--- src/cgc_pkg.sv ---
package cgc_pkg;

  // Status codes returned with every result word.
  typedef enum logic [2:0] {
    ST_OK   = 3'd0,
    ST_PREC = 3'd1,
    ST_BLK  = 3'd2,
    ST_OVF  = 3'd3,
    ST_BAD  = 3'd4
  } status_t;

  // Configuration register indexes.
  typedef enum logic [2:0] {
    REG_TILE_LEFT   = 3'd0,
    REG_TILE_TOP    = 3'd1,
    REG_TILE_RIGHT  = 3'd2,
    REG_TILE_BOTTOM = 3'd3,
    REG_NUM_RES     = 3'd4,
    REG_CBLK_W      = 3'd5,
    REG_CBLK_H      = 3'd6
  } cfg_reg_t;

  // Subband slot codes. Level 0 carries only LL; higher levels carry HL, LH, HH.
  localparam logic [1:0] BAND_LL = 2'd0;
  localparam logic [1:0] BAND_HL = 2'd0;
  localparam logic [1:0] BAND_LH = 2'd1;
  localparam logic [1:0] BAND_HH = 2'd2;

  // Depth of the queue between the front and the back.
  localparam int QDEPTH = 4;

  // Classified query as it travels from the front to the back.
  typedef struct packed {
    logic       r0;
    logic [1:0] band;
    logic [3:0] pdx;
    logic [3:0] pdy;
    logic [5:0] lv;
    logic       bad;
  } cgc_ctl_t;

endpackage

--- src/cgc_front.sv ---
module cgc_front #(
  parameter int INDEX_BITS = 16,
  parameter int MAX_LEVELS = 33
) (
  input  logic                  clk,
  input  logic                  rst_n,
  input  logic                  in_valid,
  output logic                  in_ready,
  input  logic [5:0]            in_resolution,
  input  logic [1:0]            in_subband,
  input  logic [3:0]            in_precinct_exp_w,
  input  logic [3:0]            in_precinct_exp_h,
  input  logic [INDEX_BITS-1:0] in_precinct_index,
  input  logic [INDEX_BITS-1:0] in_codeblock_index,
  input  logic [5:0]            num_res,
  input  logic                  q_full,
  output logic                  q_push,
  output cgc_pkg::cgc_ctl_t     q_ctl,
  output logic [INDEX_BITS-1:0] q_pi,
  output logic [INDEX_BITS-1:0] q_ci
);

  logic                  v_r;
  cgc_pkg::cgc_ctl_t     ctl_r, ctl_nxt;
  logic [INDEX_BITS-1:0] pi_r, ci_r;
  logic [5:0]            n;

  // Classify the query: level count, band legality, exponents, level depth.
  always_comb begin
    n = (num_res > 6'(MAX_LEVELS)) ? 6'(MAX_LEVELS) : num_res;
    ctl_nxt.r0   = (in_resolution == 6'd0);
    ctl_nxt.band = in_subband;
    ctl_nxt.pdx  = in_precinct_exp_w;
    ctl_nxt.pdy  = in_precinct_exp_h;
    ctl_nxt.lv   = n - 6'd1 - in_resolution;
    ctl_nxt.bad  = (in_resolution >= n) ||
                   (ctl_nxt.r0 ? (in_subband != cgc_pkg::BAND_LL)
                               : (in_subband > cgc_pkg::BAND_HH)) ||
                   (!ctl_nxt.r0 && (in_precinct_exp_w == 4'd0 ||
                                    in_precinct_exp_h == 4'd0));
  end

  assign in_ready = !v_r || !q_full;
  assign q_push   = v_r;
  assign q_ctl    = ctl_r;
  assign q_pi     = pi_r;
  assign q_ci     = ci_r;

  // Holding register in front of the queue.
  always_ff @(posedge clk) begin
    if (!rst_n) begin
      v_r <= 1'b0;
    end else if (in_ready) begin
      v_r <= in_valid;
    end
  end

  always_ff @(posedge clk) begin
    if (in_ready && in_valid) begin
      ctl_r <= ctl_nxt;
      pi_r  <= in_precinct_index;
      ci_r  <= in_codeblock_index;
    end
  end

endmodule

--- config.mk ---
export PLATFORM = sky130hd
export DESIGN_NAME = cgc_front
export DESIGN_NICKNAME = d
export VERILOG_FILES = /design/src/cgc_pkg.sv /design/src/cgc_front.sv
export SDC_FILE = /design/constraint.sdc
export NUM_CORES = 1
export LEC_CHECK = 0
export BUFFER_PORTS_ARGS = -buffer_cell sky130_fd_sc_hd__clkbuf_2
export CAP_MARGIN = 20
export CORE_MARGIN = 1.5
export CORE_UTILIZATION = 39
export CTS_CLUSTER_SIZE = 12
export DETAILED_ROUTE_END_ITERATION = 10
export GPL_TIMING_DRIVEN = 0
export PLACE_DENSITY = 0.75
export SYNTH_ARGS = -nofsm -noshare
export SYNTH_HDL_FRONTEND = slang
export SYNTH_SLANG_ARGS = --single-unit
--- constraint.sdc ---
create_clock -name clk -period 1.9 [get_ports clk]
set_input_delay 0.38 -clock clk [delete_from_list [all_inputs] [get_ports clk]]
set_output_delay 0.38 -clock clk [all_outputs]
set_load 0.02 [all_outputs]
---- Word-level counts from Yosys, hierarchy flattened ----
Cells that the tools add are included.
storage, ports and cells
  input port bits ......................... 58
  bits in registers ....................... 51
  output and inout port bits .............. 52
  word-level logic and storage cells ...... 29
cells by class
  muxes and demuxes ....................... 2
  magnitude comparators ................... 3
  add/subtract/negate cells ............... 2
  reductions and logical operators ........ 13
operators by type and width
  kind                   count
  $logic_not A4 Y1       2
  $ge A6 B6 Y1           1
  $gt A6 B6 Y1 const B   1
  $logic_not A6 Y1       1
  $mux W6                1
  $sub A6 B1 Y6 const B  1
  $sub A6 B6 Y6          1
  $logic_or A1 B1 Y1     4
  $logic_not A1 Y1       3
  $gt A2 B2 Y1 const B   1
  $logic_and A1 B1 Y1    2
  $reduce_bool A2 Y1     1
  $mux W1                1

---- Longest topological paths before layout ----
  word-level depth ........................ 5
  depth in mapped cells ................... 8
  depth with buffers taken out ............ 8

---- Worst setup path before layout ----
Ideal clock, no wire load.
  path kind ............................... flip-flop to flip-flop
  from .................................... reg v_r (netlist: q_push)
  to ...................................... reg ci_r[0] (netlist: q_ci[0]) (enable)
  stages on the path, launching flop included .. 3
  library setup time ...................... 0.413 ns
  period minus slack after synthesis ...... 2.231 ns
  path slack .............................. -0.331 ns
  arrival ................................. 1.818 ns
  cells stage by stage .................... dfxtp_1 > nand2_1 > and2_1
between the ends
  word-level cells in the longest chain between the ends .. 3
ends and longest elaborated chain
  element                   line             RTL
  start: declaration        cgc_front.sv:23  logic v_r;
  start signal: assignment  cgc_front.sv:54  v_r <= in_valid;
  $logic_not A1 Y1          cgc_front.sv:43  assign in_ready = !v_r || !q_full;
  $logic_or A1 B1 Y1        cgc_front.sv:43
  named net in_ready        cgc_front.sv:8   output logic in_ready,
  $logic_and A1 B1 Y1       cgc_front.sv:59  if (in_ready && in_valid) begin
  end signal: assignment    cgc_front.sv:62  ci_r <= in_codeblock_index;
  end: declaration          cgc_front.sv:25  logic [INDEX_BITS-1:0] pi_r, ci_r;
The timed path passes the listed nets, and every way through them passes these cells.
A chain may end at the register's enable or synchronous reset.

==> key figures <==
Logic synthesis
  • #FFs+latches synth: 51
  • Yosys top cell by area: edfxtp_1
  • Top post-synthesis cells by area: edfxtp_1 (77%), ha_1 (7.0%), inv_1 (2.1%)
  • Gate Count Post-Synth: 111
  • Sequential fraction of the synthesis area: 77.7%
  • Ys async rst share: 0%
  • Share of the synthesized area in the top cell type: 76.7%
  • Synth Net Count: 181
  • Distinct cells, synth: 24
  • Post-synth EDFFs: 50
  • Synth top cells by count: edfxtp_1 (50), ha_1 (11), inv_1 (11)
  • Most frequent cell after synthesis: edfxtp_1
  • Synthesized cell area: 1960 um2
  • Top FF cell, synth: edfxtp_1
  • Yosys warns: 0
  • Synth Area per Inst: 17.6 um2

Clock tree
  • Worst-skew pair later-pin latency: 0.29 ns
  • Hold-fix buffers at CTS: 0
  • Post-CTS Setup Bufs: 0
  • CTS H-tree lvls: 2
  • Num CTS Buffers: 5
  • CTS root buf: clkbuf_8
  • Worst-path clk slew: 0.09 ns
  • Resized Gates After CTS: 0
  • Clk buf depth: 2
  • CTS tree: yes
  • CTS sink cnt: 51

Placed design
  • Port bufs: 109
  • Placed cells: 287
  • DP Worst Slack: -0.256 ns
  • Post-DP HPWL: 3070 um
  • Routability Congestion: 0.754

Cells and area
  • P&R area growth vs syn: 38.6%
  • Multi-input logic area: 410 um2
  • Ant diodes: 0
  • Share of layout cells above drive strength 1: 54.1%
  • Cell Count, Final, Fillers Out: 296
  • Sequential cell area: 1520 um2
  • Layout net count: 298
  • Filler cells: 399

Power
  • Internal: 1.72 mW
  • Worst vdd ir: 0.318 mV
  • Clock power frac: 25.9%
  • Leakage: 1.24 nW
  • Comb power frac: 15.4%
  • Part of the power in registers: 58.7%
  • Switch share: 24.9%
  • Pwr Density: 844 nW/um2
  • Net Sw Power: 570 uW

Floorplan
  • Io pins: 110
  • Starting Density: 40.9%
  • Num rows: 25
  • Die area: 5450 um2
  • Die height: 73.8 um
  • Core Area: 4790 um2
  • Die W: 73.8 um

Routing
  • DR vias: 1,307
  • Avg WL per Cell: 12.9 um
  • Pre-antenna DRT Iters: 4
  • DRT iter0 DRCs: 48
  • Vias per cell: 4.42
  • Antenna Nets Post-Route: 0
  • Residual DRC count: 0
  • DRT Wirelength: 3810 um

Timing
  • Clk_skew: 0.00584 ns
  • Post-route setup slack: 0.112 ns
  • Fin. Hold Viols: 0
  • # setup viols final: 0
  • Period Utilization, post-route: 94.1%
  • Worst-Margin Slew: 0.330 ns
  • Max Freq: 0.559 GHz
  • Pins Over Slew Limit: 0
  • RSZ-0062 raised after global routing: no
  • Slew HR: 77.8%
  • Min Tclk post-route: 1.79 ns

Setup path
  • Cell Chain, Critical Path: clkbuf_2, nor4_2, o21bai_1, ha_2, nand2b_1, a31oi_1, o21ai_1, a211o_1
  • CP Buf/Inv Count: 1
  • Crit. End Element: flop
  • Reg2Reg Launch Point: q_push
  • Arrival time worst endpoint: 1.84 ns
  • Reg2Reg Setup Slack: 0.66 ns
  • Reg2Reg Depth: 3
  • CP top delay family: compound AO/OA/AOI/OAI gates
  • Worst path slowest cell: a211o_1
  • Critical Path Source Type: input port
  • Worst path max stage delay: 0.29 ns
  • Required time of the critical path: 1.96 ns
  • Crit Path Class: in2reg
  • Crit path max fanout: 2
  • Worst reg2reg endpoint: q_pi[0]

Global routing
  • Vias in the first global route: 1,197
  • Total gr overflow: 0
  • First-pass GRT wire length: 5350 um
  • Largest net degree at the start of global routing: 51
  • Antenna violations before repair: 0
  • Total track usage: 13.6%

Worst hold path
  • Worst Hold Launch: in_codeblock_index[4]
  • Worst Hold End: q_ci[4]
  • Hold Crit Class: in2reg
  • Hold path depth: 1

Status
  • Outcome: finished clean

Job
  • Max-cap violations: 0
## flip-flops by register name, indices dropped and copies added, names as in the netlist
register,flops
q_pi,16
q_ctl,18
q_push,1
q_ci,16
## metal layers
metal  routed length, um  vias to the layer above  share of wire, %  track usage [%]
li1                    -                      645                 -                -
met1                1400                      580                37             14.7
met2                1940                       72                51             23.6
met3                 373                       10               9.8             4.25
met4                  91                        0               2.4             7.41
met5                   0                        -                 0                0
## logic make-up after synthesis
logic type	Yosys count	synth area share, %
flip-flops	51	77.7
AND/OR/NAND/NOR	19	5.56
AO/OA/AOI/OAI	13	4.22
adder cells (fa/ha/maj)	12	8.06
buffers and inverters	11	2.11
XOR/XNOR	4	1.79
multiplexers	1	0.512
## power by group through the flow
stage                     combinational [mW]  clock, mW  sequential (mW)
after global placement                 0.345          0             1.37
after floorplan                        0.100          0             1.47
final                                  0.353      0.593             1.34
after global routing                   0.387      0.646             1.35
after detailed placement               0.353          0             1.37
after CTS                              0.354      0.610             1.35
## metrics by stage
stage               util, %  hold slack [ns]  setup TNS, ns  cell area (um2)  total power, mW
floorplan                 -            0.479              0             1970             1.57
global placement       54.4            0.511         -0.459             2600             1.71
detailed placement     54.4            0.525         -0.570             2600             1.73
CTS                    56.2            0.248              0             2690             2.31
global route           56.7            0.241              0             2710             2.38
finish                 56.7            0.257              0             2710             2.29
## final cells by class
type	instances	share of cell area [%]
clock buffer	5	2.54
clock inverter	3	0.738
inverter	11	1.52
multi-input combinational	49	15.1
sequential	51	56.1
tap	67	3.09
timing repair buffer	110	20.9
## worst max-delay path by stage
stage | start | end | depth (start not counted) | slack [ns]
floorplan | num_res[4] | q_ctl[5] | 7 | 0.002
global placement | num_res[4] | q_ctl[0] | 8 | -0.25
detailed placement | num_res[4] | q_ctl[0] | 8 | -0.26
CTS | num_res[4] | q_ctl[0] | 8 | 0.06
global route | num_res[1] | q_ctl[0] | 8 | 0.01
finish | num_res[1] | q_ctl[0] | 8 | 0.11
## layout by cell type (no fill, tap or decap), types with 2 or more instances in the layout
cell type  instances
a21o_1             2
a21oi_1            4
clkbuf_2         109
clkbuf_8           5
edfxtp_1          50
ha_1              10
inv_1             11
nand2_1            8
nor2_1             2
nor2b_1            2
nor4_1             2
xnor2_1            3
(Power assumes the default switching activity.)
