<file path="src/cgc_pkg.sv">
package cgc_pkg;

  // Status codes returned with every result word.
  typedef enum logic [2:0] {
    ST_OK   = 3'd0,
    ST_PREC = 3'd1,
    ST_BLK  = 3'd2,
    ST_OVF  = 3'd3,
    ST_BAD  = 3'd4
  } status_t;

  // Configuration register indexes.
  typedef enum logic [2:0] {
    REG_TILE_LEFT   = 3'd0,
    REG_TILE_TOP    = 3'd1,
    REG_TILE_RIGHT  = 3'd2,
    REG_TILE_BOTTOM = 3'd3,
    REG_NUM_RES     = 3'd4,
    REG_CBLK_W      = 3'd5,
    REG_CBLK_H      = 3'd6
  } cfg_reg_t;

  // Subband slot codes. Level 0 carries only LL; higher levels carry HL, LH, HH.
  localparam logic [1:0] BAND_LL = 2'd0;
  localparam logic [1:0] BAND_HL = 2'd0;
  localparam logic [1:0] BAND_LH = 2'd1;
  localparam logic [1:0] BAND_HH = 2'd2;

  // Depth of the queue between the front and the back.
  localparam int QDEPTH = 4;

  // Classified query as it travels from the front to the back.
  typedef struct packed {
    logic       r0;
    logic [1:0] band;
    logic [3:0] pdx;
    logic [3:0] pdy;
    logic [5:0] lv;
    logic       bad;
  } cgc_ctl_t;

endpackage

</file>
<file path="src/cgc_fifo.sv">
module cgc_fifo #(
  parameter int DW = 8
) (
  input  logic          clk,
  input  logic          rst_n,
  input  logic          push,
  input  logic [DW-1:0] wdata,
  input  logic          pop,
  output logic [DW-1:0] rdata,
  output logic          full,
  output logic          empty
);

  localparam int AW = $clog2(cgc_pkg::QDEPTH);

  logic [DW-1:0] mem_r [cgc_pkg::QDEPTH];
  logic [AW-1:0] wr_ptr_r, rd_ptr_r;
  logic [AW:0]   cnt_r;

  assign full  = (cnt_r == (AW+1)'(cgc_pkg::QDEPTH));
  assign empty = (cnt_r == '0);
  assign rdata = mem_r[rd_ptr_r];

  // Storage array.
  always_ff @(posedge clk) begin
    if (push && !full) begin
      mem_r[wr_ptr_r] <= wdata;
    end
  end

  // Pointers and fill count.
  always_ff @(posedge clk) begin
    if (!rst_n) begin
      wr_ptr_r <= '0;
      rd_ptr_r <= '0;
      cnt_r    <= '0;
    end else begin
      if (push && !full) begin
        wr_ptr_r <= wr_ptr_r + AW'(1);
      end
      if (pop && !empty) begin
        rd_ptr_r <= rd_ptr_r + AW'(1);
      end
      if ((push && !full) && !(pop && !empty)) begin
        cnt_r <= cnt_r + (AW+1)'(1);
      end else if (!(push && !full) && (pop && !empty)) begin
        cnt_r <= cnt_r - (AW+1)'(1);
      end
    end
  end

  a_cnt_bound: assert property (@(posedge clk) disable iff (!rst_n)
    cnt_r <= (AW+1)'(cgc_pkg::QDEPTH))
    else $error("queue fill count beyond depth");

  a_pop_only: assert property (@(posedge clk) disable iff (!rst_n)
    (pop && !empty && !push) |=> (cnt_r == $past(cnt_r) - (AW+1)'(1)))
    else $error("queue count did not drop on pop");

endmodule

</file>
<file path="config.mk">
export PLATFORM = sky130hd
export DESIGN_NAME = cgc_fifo
export DESIGN_NICKNAME = d
export VERILOG_FILES = /design/src/cgc_pkg.sv /design/src/cgc_fifo.sv
export SDC_FILE = /design/constraint.sdc
export NUM_CORES = 1
export LEC_CHECK = 0
export BUFFER_PORTS_ARGS = -buffer_cell sky130_fd_sc_hd__buf_2
export CAP_MARGIN = 30
export CELL_PAD_IN_SITES_DETAIL_PLACEMENT = 1
export CELL_PAD_IN_SITES_GLOBAL_PLACEMENT = 1
export CORE_MARGIN = 5
export CORE_UTILIZATION = 43
export DETAILED_ROUTE_END_ITERATION = 10
export GPL_TIMING_DRIVEN = 0
export PLACE_DENSITY_LB_ADDON = 0.1
export SLEW_MARGIN = 20
export SYNTH_ARGS = -nofsm -noshare
export SYNTH_HDL_FRONTEND = slang
export SYNTH_SLANG_ARGS = --single-unit
</file>
<file path="constraint.sdc">
create_clock -name clk -period 2.1 [get_ports clk]
set_input_delay 0.21 -clock clk [delete_from_list [all_inputs] [get_ports clk]]
set_output_delay 0.21 -clock clk [all_outputs]
set_load 0.01 [all_outputs]
</file>
# Yosys cells after proc, flatten, opt, wreduce, memory -nomap -nowiden
# Memory sizes are Yosys's and may differ from the RTL's. A register that Yosys moved wholly into a read port is not among the register bits.
# Cells that the tools add are included.
[word_totals]
out_inout_bits = 10
ramBits = 32
register_bits = 7
memories = 1
[memory_table]
columns = ["name", "words", "word_bits", "read_ports", "rd_clocked_by_memory_dff", "wr", "line", "text"]
rows = [
  ["mem_r", 4, 8, 1, 1, 1, "cgc_fifo.sv:16", "logic [DW-1:0] mem_r [cgc_pkg::QDEPTH];"],
]
[op_classes]
reduce_logical = 10
n_mux = 6
eq_ne = 1
addsub = 4
[op_table]
columns = ["operator", "count"]
rows = [
  ["$mux W3", 2],
  ["$add A2 B1 Y2 const B", 2],
  ["$logic_and A1 B1 Y1", 4],
  ["$logic_not A1 Y1", 4],
  ["$mux W2", 2],
  ["$add A3 B1 Y3 const B", 1],
  ["$eq A3 B3 Y1 const B", 1],
  ["$logic_not A3 Y1", 1],
  ["$sub A3 B1 Y3 const B", 1],
  ["$mux W1", 2],
  ["$reduce_bool A2 Y1", 1],
]

# Longest topological paths before layout
# Gate-level depths: netlist (run 1).
[depth]
ltp_word = 7
ltp_mapped = 9
mapped_depth_nobuf = 8

# Least setup slack after synthesis (run 1)
# Ideal clock, no wire load.
[synth_path]
kind = "reg-to-reg"
start = "register cnt_r[0]"
end = "register cnt_r[2]"
t_arrival_ps = 1966
t_required_ps = 2030
n_path_buf = 1
path_stages_with_launch = 10
synth_period_minus_slack_ps = 2036
slack_ps = 64
path_cell_list = "dfxtp_1 nor3b_2 nor2b_1 buf_6 ha_1 inv_1 fa_1 xor2_1 or3_1 a21boi_1"
[synth_between]
elab_chain_cells = 6
[synth_lines]
columns = ["element", "line", "text"]
rows = [
  ["start, declared", "cgc_fifo.sv:18", "logic [AW:0] cnt_r;"],
  ["start signal, assigned", "cgc_fifo.sv:45", "cnt_r <= cnt_r + (AW+1)'(1);"],
  ["start signal, assigned", "cgc_fifo.sv:47", "cnt_r <= cnt_r - (AW+1)'(1);"],
  ["$eq A3 B3 Y1 *", "cgc_fifo.sv:20", "assign full = (cnt_r == (AW+1)'(cgc_pkg::QDEPTH));"],
  ["via full", "cgc_fifo.sv:10", "output logic full,"],
  ["$logic_not A1 Y1 *", "cgc_fifo.sv:44, cgc_fifo.sv:46", ""],
  ["$logic_and A1 B1 Y1 *", "cgc_fifo.sv:44, cgc_fifo.sv:46", ""],
  ["$logic_not A1 Y1", "cgc_fifo.sv:46", "end else if (!(push && !full) && (pop && !empty)) begin"],
  ["$logic_and A1 B1 Y1", "cgc_fifo.sv:46", ""],
  ["$reduce_bool A2 Y1 (no line)", "--", ""],
]
# Mark *: on every way through the listed nets, which the timed path passes. The rest lies on a longest branch. The select of a mux whose other input is x is not followed.
# A chain may end at the register's enable or synchronous reset.

# Worst setup path in the final report (run 1)
[layout_path]
start = "register cnt_r[2]"
end = "register cnt_r[2]"
[layout_between]
elab_chain_cells = 6
[layout_lines]
columns = ["element"]
rows = [
  ["branches (longest 6 deep; another with $sub A3 B1 Y3)"],
]
# Several ways; the timed one is not identified. The select of a mux whose other input is x is not followed.

==> results of run 1 <==
[report_power, final]
group	leakage, nW	switching (mW)	internal, mW
Sequential	0.369	0.0707	1.00
Clock	0.0528	0.241	0.351
Combinational	0.270	0.293	0.322
[metrics by stage]
step                      hold slack (ps)  util, %  TNS [ps]
final                                 140     52.3         0
after global routing                  123     52.3         0
after CTS                             132     52.0         0
after detailed placement              427     48.8     -69.4
after global placement                422     48.8     -2.13
after floorplan                       309        -         0
[sequential cells by signal, indices dropped and copies added, names as in the netlist, named ones only]
signal and count:
rd_ptr_r 2, wr_ptr_r 2, cnt_r 3, mem_r 32
[worst paths after layout]
path / start / endpoint / slack (ps) / depth (start not counted)
hold / removal: wdata[3] / mem_r[3][3] / 140 / 1
setup reg to reg: cnt_r[2] / cnt_r[2] / 100 / 9
hold reg to reg: wr_ptr_r[1] / wr_ptr_r[1] / 520 / 2
setup / recovery: cnt_r[2] / cnt_r[2] / 100 / 9
[final cells by class]
class,instances,area (µm²),area share (%)
sequential,41,1150,59.5
multi-input combinational,42,472,24.5
timing repair buffer,21,108,5.58
clock buffer,6,72.6,3.76
tap,48,60.1,3.11
clock inverter,2,33.8,1.75
buffer,4,23.8,1.23
inverter,3,11.3,0.584
[kinds of logic after synthesis]
family / synth area share, %
muxes: 12.8
buffers and inverters: 2.14
DFF: 69.6
and+or+nand+nor: 6.18
AOI/OAI and AO/OA: 2.06
xor gates and xnor gates: 2.14
adders and majority gates: 5.04
[cells in the mapped netlist, drive strengths merged (2+ instances only)]
cell type / instances
nand2: 4
nor2b: 2
edfxtp: 32
buf: 3
xnor2: 3
mux2i: 3
mux4: 8
ha: 5
inv: 3
and2: 8
dfxtp: 9
[layout by cell type, fill, tap and decap left out, types with 3 or more instances in the layout]
cell type / n
mux2i_1: 3
and2_1: 8
buf_2: 21
inv_1: 3
clkbuf_8: 5
ha_1: 4
dfxtp_1: 6
mux4_2: 8
edfxtp_1: 32
xnor2_1: 3
nand2_1: 4
[per-layer routing]
layer  vias to the layer above  part of all wire (%)  track usage, %
met5                         -                     0               0
met1                       404                    41            12.9
met2                        17                    52            19.1
met4                         0                   2.0            6.26
met3                         6                   5.3            3.79
li1                        391                     -               -
[repair_timing]
action,in CTS,in global routing
endpoints found under the setup margin,1,1
pin swaps,0,1
buffers inserted,1,0
resized for setup,3,4
==> results by group, run 1 <==
Run status
  – Outcome: finished clean

STA
  – Slew Limit Fails: 0
  – Fmax: roughly 500 MHz
  – Fin. Hold Viols: 0
  – Slew HR: between 60% and 70%
  – Tmin final: roughly 2000 ps
  – Clock skew: around 4.4 ps
  – Final period utilization: 95.2%
  – Min setup slack post-route: 101 ps
  – RSZ-0062 raised after global routing: no
  – Worst slew pin tran: approximately 530 ps
  – # setup viols final: 0

Yosys
  – Top post-synthesis cells by area: edfxtp_1 (59%), dfxtp_1 (11%), mux4_2 (11%), ha_1 (3.8%), and2_1 (3.1%)
  – Prevailing post-synth register cell: edfxtp_1
  – Async S/R FF share, synth: 0%
  – YS warnings: 0
  – Sequential fraction of the synthesis area: slightly below 70%
  – Net Count, Synth: 108
  – Number of distinct library cells after synthesis: 23
  – Mapped Area: ~1600 µm²
  – Syn_area_per_cell: around 18 µm²
  – Synth Register Bits: 41
  – Area leader, netlist: edfxtp_1
  – Syn Inst Count: 90
  – Post-synth EDFFs: 32
  – Share of the synthesized area in the top cell type: around 59%

Power and ir drop
  – P_leak: about 0.69 nW
  – VDD IR-drop max: roughly 0.55 mV
  – Final Power: 2.28 mW
  – PD cells: between 1000 and 1500 nW/µm²

Critical path
  – Top Family by Delay on Critical Path: simple AND/OR/NAND/NOR gates
  – Crit path max fanout: 6
  – WP data required: around 2300 ps
  – Slowest CP cell: dfxtp_4
  – CP arrival: approximately 2200 ps
  – CP endpoint kind: flop
  – CP peak stage delay: approximately 360 ps
  – Crit start category: flop
  – CP Cell Sequence: nor3b_2 > nor2b_1 > buf_6 > ha_2 > inv_1 > fa_2 > xor2_1 > or3_1 > a21boi_2
  – Worst Path Class, Setup: flop to flop
  – Worst path bufs/invs: 2

Clocking
  – CTS tree: done
  – Worst skew pair latency: approximately 280 ps
  – CTS clk-pin slew, worst paths: ~70 ps
  – Clock Sinks: 41
  – Hold Buf Count CTS: 0
  – Clk buf depth: 2
  – Clock Root Buffer: clkbuf_8
  – Num CTS Buffers: 5
  – H-tree Lvls: 2

Placed design
  – Cells after DPL: ~160
  – Placed cell areas: between 1500 and 2000 µm²
  – IO buf count: 20
  – Routability congestion estimate: between 0.6 and 0.7
  – Dpl ws: -69.4 ps

Routing
  – Total Wirelength: ~2.5 mm
  – DR DRC count: 0
  – ANT nets after route: 0
  – Vias per Instance: around 5
  – Via count: just over 800
  – DR iter-0 viols: 30
  – Drt pass-1 iters: 2
  – Avg WL per Cell: 14.8 µm

Final layout
  – Fin cells: between 150 and 200
  – Fin area: 1930 µm²
  – Syn-to-layout area delta: 17.6%
  – Antenna diodes: 0
  – Fill count: roughly 370
  – Layout cell share with drive strength beyond 1: 37.8%
  – Nets: between 100 and 150

GRT
  – Initial antenna violation count: 0
  – Grt ovf: 0
  – Largest net degree at the start of global routing: 13
  – GRT Total Usage: between 10% and 20%
  – Global-route wire length before repair: between 4 and 5 mm
  – Vias in the first global route: around 900

Floorplanning
  – Initial core utilization: 44.4%
  – Row cnt: 22
  – Die height: 71.7 µm
  – Die X: 71.7 µm
  – IO Pins: 22
  – DIE AREA: 5150 µm²
  – Core area: 3690 µm²

Hold path
  – Min-Delay Path Class: primary input to flop

Job
  – MaxCap Viol Count: 0
Power figures use the tool's default switching activity.
==> run 2: changes to the inputs <==
ABC_CLOCK_PERIOD_IN_PS = 2100   (was unset)
CAP_MARGIN = 20   (was 30)
REMOVE_ABC_BUFFERS = 1   (was unset)
==> run 2 against run 1 <==
Worst setup slack about the same. Power up 0.88%. Non-clock buffer count down 3. Register-to-register slack about the same. Clock-buffer cell count down 1. Cell area about the same.
==> results by group, run 2 (synthesized netlist as in run 1, its figures left out) <==
Final layout
  – Max FFs per register: 32 (unchanged)
  – Commonest non-fill, non-tap cell in the layout: edfxtp_1
  – Nets: 133 (-2.2%)
  – Syn-to-layout area delta: 17.6% (about the same)
  – Fin area: 1930 µm² (about the same)
  – Storage cell area: 1150 µm² (unchanged)
  – Layout cell share with drive strength beyond 1: 38.3% (+0.45 points)
  – Register with the most flip-flops: mem_r
  – Largest regs: mem_r: 32 flops, cnt_r: 3 flops
  – Antenna diodes: 0 (unchanged)
  – Fill count: 359 (-4.0%)
  – Multi-input gate area: 492 µm² (+4.2%)
  – Fin util: 52.2% (about the same)
  – Commonest cells after routing, fill and taps aside: edfxtp_1 (32), buf_2 (21), mux4_2 (8), and2_1 (8), dfxtp_1 (6)

Floorplanning
  – Row cnt: 22 (unchanged)
  – Die height: 71.7 µm (unchanged)
  – Die X: 71.7 µm (unchanged)
  – Core area: 3690 µm² (unchanged)
  – DIE AREA: 5150 µm² (unchanged)
  – Initial core utilization: 44.4% (unchanged)
  – IO Pins: 22 (unchanged)

Job
  – MaxCap Viol Count: 0 (unchanged)

Routing
  – Avg WL per Cell: 15.9 µm (+7.4%)
  – Via count: 812 (-0.73%)
  – ANT nets after route: 0 (unchanged)
  – Drt pass-1 iters: 3 (+1)
  – DR DRC count: 0 (unchanged)
  – Total Wirelength: 2.59 mm (+4.8%)
  – DR iter-0 viols: 47 (+57%)
  – Vias per Instance: 4.98 (+1.7%)

Hold path
  – Min-Delay Path Class: primary input to flop

STA
  – Worst slew pin tran: 543 ps (+14.0 ps)
  – # setup viols final: 0 (unchanged)
  – RSZ-0062 raised after global routing: no
  – Final period utilization: 95.2% (about the same)
  – Tmin final: 2000 ps (-0.312 ps)
  – Slew HR: 63.7% (-0.98 points)
  – Slew Limit Fails: 0 (unchanged)
  – Clock skew: 2.40 ps (-2.02 ps)
  – Fin. Hold Viols: 0 (unchanged)
  – Fmax: 500 MHz (about the same)

Clocking
  – Num CTS Buffers: 5 (unchanged)
  – Clock Root Buffer: clkbuf_8
  – Clk buf depth: 2 (unchanged)
  – Worst skew pair latency: 280 ps (about the same)
  – H-tree Lvls: 2 (unchanged)
  – CTS clk-pin slew, worst paths: 70 ps (about the same)
  – CTS tree: done
  – Clock Sinks: 41 (unchanged)

Critical path
  – CP arrival: 2210 ps (about the same)
  – CP peak stage delay: 380 ps (+20 ps)
  – Crit start category: flop
  – WP data required: 2310 ps (about the same)
  – Worst Path Class, Setup: flop to flop
  – CP endpoint kind: flop
  – Crit path max fanout: 6 (unchanged)
  – Slowest CP cell: dfxtp_4
  – CP Cell Sequence: o31ai_4 > ha_4 > inv_1 > fa_1 > xor2_1 > or3_1 > a21boi_1

Power and ir drop
  – VDD IR-drop max: 0.629 mV (+15%)
  – P_leak: 0.693 nW (+0.19%)
  – PD cells: 1190 nW/µm² (+0.95%)

GRT
  – GRT Total Usage: 11.5% (+0.016 points)
  – Largest net degree at the start of global routing: 13 (unchanged)
  – Grt ovf: 0 (unchanged)
  – Initial antenna violation count: 0 (unchanged)
  – Global-route wire length before repair: 4.33 mm (+1.1%)
  – Vias in the first global route: 889 (-1.3%)

Placed design
  – Placed cell areas: 1780 µm² (-1.0%)
  – IO buf count: 21 (+5.0%)
  – Routability congestion estimate: 0.728 (+11%)
  – Final HPWL DP: 1.82 mm

Run status
  – Outcome: finished clean
## run 2: where the power goes
group / switching, mW / leakage (nW) / internal (mW)
logic: 0.247 / 0.271 / 0.325
clock network: 0.252 / 0.0540 / 0.345
registers: 0.126 / 0.369 / 1.01
total: 0.625 / 0.693 / 1.68
## run 2: layout make-up
cell class,count,share of cell area [%]
Sequential cell,41,59.5
Multi-Input combinational cell,42,25.5
Timing Repair Buffer,22,5.84
Clock buffer,5,3.57
Tap cell,48,3.12
Clock inverter,2,1.82
Inverter,3,0.584
## run 2: final timing paths
kind / start / endpoint / slack (ps) / cells past startpoint
max: cnt_r[0] / cnt_r[2] / 100 / 7
min: wdata[3] / mem_r[3][3] / 140 / 1
max reg2reg: cnt_r[0] / cnt_r[2] / 100 / 7
min reg2reg: wr_ptr_r[1] / wr_ptr_r[1] / 520 / 2
## run 2: per-stage QoR
stage	cells	hold slack (ps)	setup TNS [ps]	worst slack [ps]	power [mW]
detailed placement	155	430	-403	-360	1.69
CTS	163	128	0	32.0	2.30
floorplan	86	309	-62.0	-62.0	1.49
global route	163	119	0	9.63	2.44
finish	163	138	0	101	2.30
global placement	155	422	-251	-251	1.67
## run 2: routing by layer
metal,global-route usage [%],wire length [µm],vias to the layer above
met2,19.7,1350,18
met3,4.49,132,6
met4,4.38,45,0
met1,12.8,1060,403
met5,0,0,-
li1,-,-,385
## run 2: worst max-delay path, delay by kind of cell (launching register included)
kind	cells	cell delay [ps]
flops	1	380
xor+xnor	1	160
compound gates	2	450
simple gates	1	310
fa+ha+maj	2	570
buf+inv	1	50
## run 2: what timing repair did
item                                    4_1_cts  5_1_grt
hold buffers                                  0        0
endpoints found under the setup margin        2        1
setup buffers                                 1        0
pin swaps                                     0        2
hold endpoints to repair                      0        0
resized for setup                             4        5
==> run 3: changes to the inputs <==
CORE_UTILIZATION = 30   (was 43)
==> run 3 against run 2 <==
Fmax grew 0.41%. Wire length grew 6.9%. Register-to-register slack hardly changed. Non-clock buffer count unchanged. Clock power shrank 14%. Worst setup slack improved by 8.1 ps. Critical path type unchanged. Combinational power fell by 2%. Utilization decreased by 17 points. Via count rose by 1.2%. Critical path depth unchanged. Power decreased by 4.0%. Critical endpoint unchanged. Clock-buffer cell count up 3.
==> results by group, run 3 (synthesized netlist as in run 1, its figures left out) <==
Run status
  – Outcome: finished clean

Routing
  – DR top layer: met4
  – Met3 WL post-DR: 118 µm (-11%)
  – DR iter-0 viols: 50 (+6.4%)
  – Met2 Routed Length: 1.44 mm (+6.6%)
  – Total Wirelength: 2.77 mm (+6.9%)
  – Via count: 822 (+1.2%)
  – Vias per Instance: 4.37 (-12%)
  – Avg WL per Cell: 14.7 µm (-7.3%)
  – Drt pass-1 iters: 4 (+1)
  – Met1 wire length: 1.16 mm (+9.0%)
  – DR DRC count: 0 (unchanged)
  – ANT nets after route: 0 (unchanged)

Power and ir drop
  – P_leak: 0.682 nW (-1.6%)
  – PD cells: 1140 nW/µm² (-4.2%)
  – VDD IR-drop max: 0.321 mV (-49%)

Critical path
  – Cell depth of the worst setup path: 7 (unchanged)
  – Crit path capture: cnt_r[2]
  – CP Cell Sequence: o31ai_4 > ha_2 > inv_1 > fa_1 > xor2_1 > or3_1 > a21boi_1
  – Reg2Reg Capture Point: cnt_r[2]
  – CP peak stage delay: 370 ps (about the same)
  – Top Family by Delay on Critical Path: adder cells
  – Setup slack, reg-to-reg: 110 ps (about the same)
  – Crit path max fanout: 6 (unchanged)
  – CP arrival: 2210 ps (about the same)
  – CP endpoint kind: flop
  – WP data required: 2320 ps (about the same)
  – Worst R2R Start: cnt_r[1]
  – Crit start category: flop
  – Worst reg2reg path depth: 7 (unchanged)
  – Setup crit start: cnt_r[1]
  – Worst path bufs/invs: 1 (unchanged)
  – Slowest CP cell: dfxtp_2
  – Worst Path Class, Setup: flop to flop

Clocking
  – Hold Buf Count CTS: 0 (unchanged)
  – Num CTS Buffers: 5 (unchanged)
  – Worst skew pair latency: 280 ps (about the same)
  – H-tree Lvls: 2 (unchanged)
  – Clock Sinks: 41 (unchanged)
  – CTS clk-pin slew, worst paths: 70 ps (about the same)
  – Clk buf depth: 2 (unchanged)
  – Clock Root Buffer: clkbuf_8
  – CTS tree: done

Placed design
  – IO buf count: 21 (unchanged)
  – Routability congestion estimate: 0.715 (-1.8%)
  – Final HPWL DP: 1.92 mm (+5.3%)
  – Cells after DPL: 179 (+15%)

Final layout
  – Commonest non-fill, non-tap cell in the layout: edfxtp_1
  – Register with the most flip-flops: mem_r
  – Fin util: 35.7% (-17 points)
  – Max FFs per register: 32 (unchanged)
  – Commonest cells after routing, fill and taps aside: edfxtp_1 (32), buf_2 (21), mux4_2 (8), and2_1 (8), dfxtp_1 (7)
  – Fin cells: 188 (+15%)
  – Antenna diodes: 0 (unchanged)
  – Storage cell area: 1140 µm² (-0.33%)
  – Syn-to-layout area delta: 17.7%
  – Multi-input gate area: 482 µm² (-2.0%)
  – Fill count: 571 (+59%)
  – Layout cell share with drive strength beyond 1: 36.2% (-2.1 points)
  – Nets: 133 (unchanged)
  – Largest regs: mem_r: 32 flops, cnt_r: 3 flops

GRT
  – Global-route wire length before repair: 4.64 mm (+7.2%)
  – Vias in the first global route: 930 (+4.6%)
  – Largest net degree at the start of global routing: 13 (unchanged)
  – Grt ovf: 0 (unchanged)
  – Initial antenna violation count: 0 (unchanged)
  – GRT Total Usage: 8.61% (-2.9 points)

STA
  – Final period utilization: 94.8% (-0.39 points)
  – Slew HR: 61.9% (-1.9 points)
  – Clock skew: 4.10 ps (+1.70 ps)
  – Fin. Hold Viols: 0 (unchanged)
  – Fmax: 502 MHz (+0.41%)
  – Tmin final: 1990 ps (-8.12 ps)
  – Worst slew pin tran: 571 ps (+28.3 ps)
  – RSZ-0062 raised after global routing: no
  – # setup viols final: 0 (unchanged)
  – Slew Limit Fails: 0 (unchanged)
  – Setup TNS: 0 ps (unchanged)

Floorplanning
  – Row cnt: 27 (+23%)
  – Die X: 83.9 µm (+17%)
  – Initial core utilization: 30.3% (-14 points)
  – Die height: 83.9 µm (+17%)
  – IO Pins: 22 (unchanged)
  – Core area: 5410 µm² (+47%)
  – DIE AREA: 7040 µm² (+37%)

Hold path
  – Min-Delay Path Class: primary input to flop

Job
  – MaxCap Viol Count: 0 (unchanged)
## run 3: cell count changes in the layout (fill, tap and decap cells not counted), sizes merged
cell    delta
bufinv     -1
clkbuf     +3
clkinv     -1
## run 3: per-stage QoR
step	hold WS, ps	instance area, µm²	power, mW	setup slack [ps]
finish	137	1930	2.21	110
global route	133	1930	2.35	12.3
CTS	135	1920	2.24	39.5
detailed placement	434	1810	1.70	-329
global placement	421	1810	1.68	-246
floorplan	309	1620	1.49	-62.0
## run 3: area by class of cell
| cell class | instances | share of cell area, % |
|---|---|---|
| sequential | 41 | 59.3 |
| tap | 72 | 4.67 |
| multi-input combinational | 42 | 25.0 |
| inverter | 3 | 0.584 |
| clock buffer | 8 | 4.67 |
| timing repair buffer | 22 | 5.84 |
## run 3: repair_timing
action / 4_1_cts / 5_1_grt
setup buffers: 1 / 0
cloned: 0 / 0
gates resized for setup: 4 / 2
endpoints found under the setup margin: 2 / 1
## run 3: worst reg2reg max path: stages, from the launching register on
cell and delay [ps]:
dfxtp_2 370, o31ai_4 280, ha_2 240, inv_1 50, fa_1 370, xor2_1 150
or3_1 310, a21boi_1 150
## run 3: worst min-delay path by stage
| stage | start | endpoint | slack (ps) | cells after the start |
|---|---|---|---|---|
| 5_1_grt | wdata[1] | mem_r[2][1] | 130 | 1 |
| 3_5_place_dp | wdata[7] | mem_r[0][7] | 430 | 1 |
| 6_report | wdata[0] | mem_r[0][0] | 140 | 1 |
| 4_1_cts | wdata[7] | mem_r[0][7] | 130 | 1 |
| 3_3_place_gp | wdata[0] | mem_r[1][0] | 420 | 1 |
| 2_1_floorplan | wdata[0] | mem_r[0][0] | 310 | 0 |
## run 3: per-layer routing
metal	vias to the layer above	track usage [%]
met3	5	2.47
met4	0	4.39
met2	17	14.4
met1	416	10.0
li1	384	-
met5	-	0
## run 3: power by group
group          leakage [nW]  total, mW  internal, mW  switching [mW]
registers             0.368       1.13          1.00           0.128
clock network        0.0455      0.517         0.268           0.249
logic                 0.269      0.561         0.313           0.248
